File: src/rtl/core/astm_ram.sv
// Generic single-write, single-read synchronous RAM with registered read.
`timescale 1ns / 1ps
`default_nettype none

module astm_ram #(
    parameter int WIDTH = 8,
    parameter int DEPTH = 256
) (
    input  wire logic                     aclk,
    input  wire logic                     wr_en,
    input  wire logic [$clog2(DEPTH)-1:0] wr_addr,
    input  wire logic [WIDTH-1:0]         wr_data,
    input  wire logic                     rd_en,
    input  wire logic [$clog2(DEPTH)-1:0] rd_addr,
    output logic      [WIDTH-1:0]         rd_data
);

    logic [WIDTH-1:0] mem_reg [DEPTH];

    // Write port
    always_ff @(posedge aclk) begin
        if (wr_en) begin
            mem_reg[wr_addr] <= wr_data;
        end
    end

    // Registered read; hold the data while the read is not enabled
    always_ff @(posedge aclk) begin
        if (rd_en) begin
            rd_data <= mem_reg[rd_addr];
        end
    end

endmodule

`default_nettype wire

File: config.mk
export PLATFORM = sky130hd
export DESIGN_NAME = astm_ram
export DESIGN_NICKNAME = d
export VERILOG_FILES = /design/src/rtl/core/astm_ram.sv
export SDC_FILE = /design/constraint.sdc
export NUM_CORES = 2
export LEC_CHECK = 0
export BUFFER_PORTS_ARGS = -buffer_cell sky130_fd_sc_hd__buf_2
export CORE_UTILIZATION = 45
export DETAILED_ROUTE_END_ITERATION = 7
export GPL_TIMING_DRIVEN = 0
export PLACE_DENSITY = 0.66
export SYNTH_ARGS = -nofsm -noshare
export SYNTH_HDL_FRONTEND = slang
export SYNTH_SLANG_ARGS = --single-unit
File: constraint.sdc
create_clock -name aclk -period 2.25 [get_ports aclk]
set_clock_uncertainty 0.05 [all_clocks]
set_input_delay 0.3375 -clock aclk [delete_from_list [all_inputs] [get_ports aclk]]
set_output_delay 0.3375 -clock aclk [all_outputs]
set_load 0.05 [all_outputs]
# --- Yosys cells after proc, flatten, opt, wreduce, memory -nomap -nowiden ---
# Memories as Yosys holds them, arrays and structs flattened. A register that Yosys moved wholly into a read port is not among the register bits.
# Cells that the tools add are included.
word_totals:
  in_bits: 27
  n_memories: 1
  elab_cells: 3
  mem_bits_ro: 0
  output_inout_bits: 8
  regBits: 0
  mem_bits_rw: 2048
  latchBits: 0
op_classes:
  mux: 2
  eq_ne: 0
  reduce_logical: 0
  magnitude_cmp: 0
  n_shift: 0
  bitwise: 0
  n_addsub: 0
  n_div: 0
  n_mul: 0
mem_list:
  columns: ["memory", "words", "width", "read_ports", "rd_ports_with_merged_regs", "write_ports", "line_no", "text"]
  rows:
  - ["mem_reg", 256, 8, 1, 1, 1, "18", "logic [WIDTH-1:0] mem_reg [DEPTH];"]
op_table:
  columns: ["op", "count"]
  rows:
  - ["2-to-1 mux 1 bit", 2]

# --- Depth between registers and ports, before layout ---
logic_depth:
  word_depth: 2
  ltp_mapped: 11
  ltp_nobuf: 6

# --- Worst setup path after synthesis ---
# Ideal clock, no wire load.
synth_path:
  path_type: "input -> register"
  startpoint: "input port rd_addr[0]"
  endpoint: "register rd_data[2] (read register of mem_reg), data pin"
  path_stages: 9
  setup_time_ns: 0.269
  t_arrival_ns: 2.145
  path_buffers: 4
  required_ns: 1.931
  slack_ns: -0.214
  cell_sequence: "buf_6 -> buf_12 -> buf_8 -> buf_2 -> mux4_2 -> a22oi_1 -> a21oi_1 -> nor4_1 -> nor4_2"
synth_rtl:
  columns: ["element", "line_no", "text"]
  rows:
  - ["start, declared", "14", "input wire logic [$clog2(DEPTH)-1:0] rd_addr,"]
  - ["end, declared", "15", "output logic [WIDTH-1:0] rd_data"]

==> metrics.txt <==
nets=4082; Max FO, Critical Path=10; DRT antenna net count=0; CTS tree=yes; Worst Max-Slew Pin Slew=1.26 ns; RD Place Congestion=between 0.9 and 1; syn avg cell area=21.3 um^2; Hold Violations, Final=0; Fmax=377 MHz; Initial Util=0.453; xor and xnor area share after synthesis=0; Filler cells=13.4k; power share of the sequential group=0.526; setup ws final=-0.404 ns; Syn Std Cell Area=0.0796 mm^2; sw frac=0.224; maximum buffer depth of the clock tree=3; Inserted Clock Buffers=around 200; critical path arrival=3.18 ns; Period minus WS final=2.65 ns; H-tree depth=4; CP bufs+invs=3; GRT overflow=0; power per cell area=865 mW/mm^2; Final HPWL DP=156000 um; Final period util=1.18; worst endpoint required time=2.78 ns; FP Rows=roughly 150; Crit path largest cell delay=~0.56 ns; Clk pwr share=0.410; Crit Path Class=input port to flop; routed vias=42.0k; area grow syn2layout=16.6%; P_int=just over 60000 uW; leakage=0.0286 uW; number of global-route vias before repair=40.7k; layout cells sized above 1=0.314; fin util=0.528; root buf cell=clkbuf_16; worst skew pair latency=0.86 ns; Net Sw Power=between 15000 and 20000 uW; Residual DRC=0; Chip Width=423 um; initial antenna violation count=15; Die Area=0.179 mm^2; Total Wirelength=239000 um; area of the multi-input gates=0.0184 mm^2; min-delay worst type=input port to flop; CP Launch Type=input port; Design Power=80300 uW; largest family of logic cells by synthesized area=multiplexers; kind of cell adding the most delay to the critical path=compound AO/OA/AOI/OAI gates; setup violators final=379; commonest cells after routing, fill and taps aside=edfxtp_1, mux4_2, clkbuf_16; worst vdd ir=926 uV; Die Y=423 um; clk slew on worst S/H paths=0.06 ns; Pre-antenna DRT Iters=6; most common cell after layout, fill and taps aside=edfxtp_1; Ports=35; post-synthesis compound-gate area fraction=0.0342; Simple-Gate Fraction of Synth Area=0.0263; yosys warns=0; initial drt markers=6686; status=finished with violations; Slew Viols, Final=0; Routed WL per cell=36.4 um; Crit-path slowest cell=nor4_4; Total Routing Usage GR=0.267; top_reg_cell synth=edfxtp_1; Synth cell types=54; Rel. slew slack=0.157; clock sinks=roughly 2.1k; endpoint class of the critical path=flop; vias per inst=6.40; combinational share of power=0.064; port bufs=27; failing checks=setup timing; Synth async-reset ratio=0; non-filler cells, final=~6.6k; mux cell area share after synthesis=0.146; Setup WS pre-CTS=-3.15 ns; placed cells=just over 6k; max reg flops=about 2.0k; largest net degree at the start of global routing=164; Adder-Cell Fraction of Synth Area=0; Max-Cap Viols=0; sequential share of the synthesized area=0.775; CORE AREA=0.176 mm^2; first-pass GRT wire length=~330000 um; number of synthesized flops with an enable pin=~2.1k; critical path cell sequence=buf_2, buf_8, nand2_1, clkbuf_2, o221ai_1, a21oi_1, o32ai_2, nor3_4, nor4_4; RSZ-0062 raised after global routing=yes; Syn Nets=3760; number of synthesized register bits=~2.1k; Synth Instances=3733; Register Area=just over 0.06 mm^2
worst reg2reg max path: cells and delay by family (launching register included):
family / cells / cell delay, ns
AND/OR/NAND/NOR: 2 / 0.38
AO/OA/AOI/OAI: 3 / 1.07
flip-flops: 1 / 0.37
multiplexers: 1 / 0.48
cells in the mapped netlist (21+ instances only):
cell / count / share of area
a22oi_1: 133 / 0.013
o221ai_1: 46 / 0.0051
nand2_1: 33 / 0.0016
edfxtp_1: 2056 / 0.78
clkbuf_1: 111 / 0.0052
nand3_1: 34 / 0.0021
buf_2: 31 / 0.0019
nor3_1: 22 / 0.0014
mux2i_1: 134 / 0.017
nor2_1: 282 / 0.013
nor2b_1: 31 / 0.0024
a21oi_1: 96 / 0.0060
nor4_1: 24 / 0.0019
mux4_2: 454 / 0.13
buf_6: 21 / 0.0030
o22ai_1: 28 / 0.0022
buf_1: 22 / 0.0010
buf_4: 27 / 0.0025
cells by family after synthesis:
logic type	count (synthesis)
compound gates	385
buf+inv	235
flops	2056
mux	591
simple gates	466
worst paths after layout:
check,start,to,slack (ns),cells after the start
min,wr_data[1],mem_reg[82][1],0.02,1
max,rd_addr[1],rd_data[3],-0.40,9
max reg2reg,mem_reg[210][3],rd_data[3],-0.39,6
min reg2reg,mem_reg[32][5],rd_data[5],1.32,6
metal layers:
| metal | global-route usage | vias to the layer above | wire length, um | part of all wire |
|---|---|---|---|---|
| met3 | 0.0671 | 560 | 27000 | 0.11 |
| met2 | 0.407 | 2894 | 110000 | 0.46 |
| li1 | - | 16400 | - | - |
| met5 | 0 | - | 25 | 0.00010 |
| met4 | 0.141 | 4 | 14300 | 0.060 |
| met1 | 0.356 | 22200 | 87500 | 0.37 |
power groups by stage:
stage                     Combinational, uW  Clock, uW  Sequential [uW]
after detailed placement               4540          0            43100
after global placement                 4380          0            43200
after CTS                              4940      33000            42300
after global routing                   5170      34400            42300
final                                  5110      32900            42300
after floorplan                        2120          0            43100
area by class of cell:
class,count,share of cell area
buffer,231,0.0238
timing repair buffer,120,0.0127
inverter,2,0.0000943
clock buffer,247,0.0569
tap,2340,0.0315
clock inverter,124,0.0116
sequential,2056,0.665
antenna,6,0.000162
multi-input combinational,1442,0.198
what timing repair did:
item	in CTS	in global routing
pin swaps	76	23
hold endpoints to repair	113	0
setup endpoints to repair	1347	998
resized for setup	536	112
hold buffers	6	0
buffers inserted	70	2
cloned	0	0
through the flow:
| step | hold slack (ns) | instance area [um^2] | TNS (ns) |
|---|---|---|---|
| 3_5_place_dp | 0.499 | 83400 | -2366.60 |
| 2_1_floorplan | 0.386 | 79900 | -0.671 |
| 3_3_place_gp | 0.783 | 83000 | -7135.95 |
| 6_report | 0.0206 | 92900 | -22.57 |
| 5_1_grt | 0.0655 | 92900 | -4.27 |
| 4_1_cts | 0.00551 | 92400 | -3.82 |
Note: power is estimated with default switching activity, not from simulation.
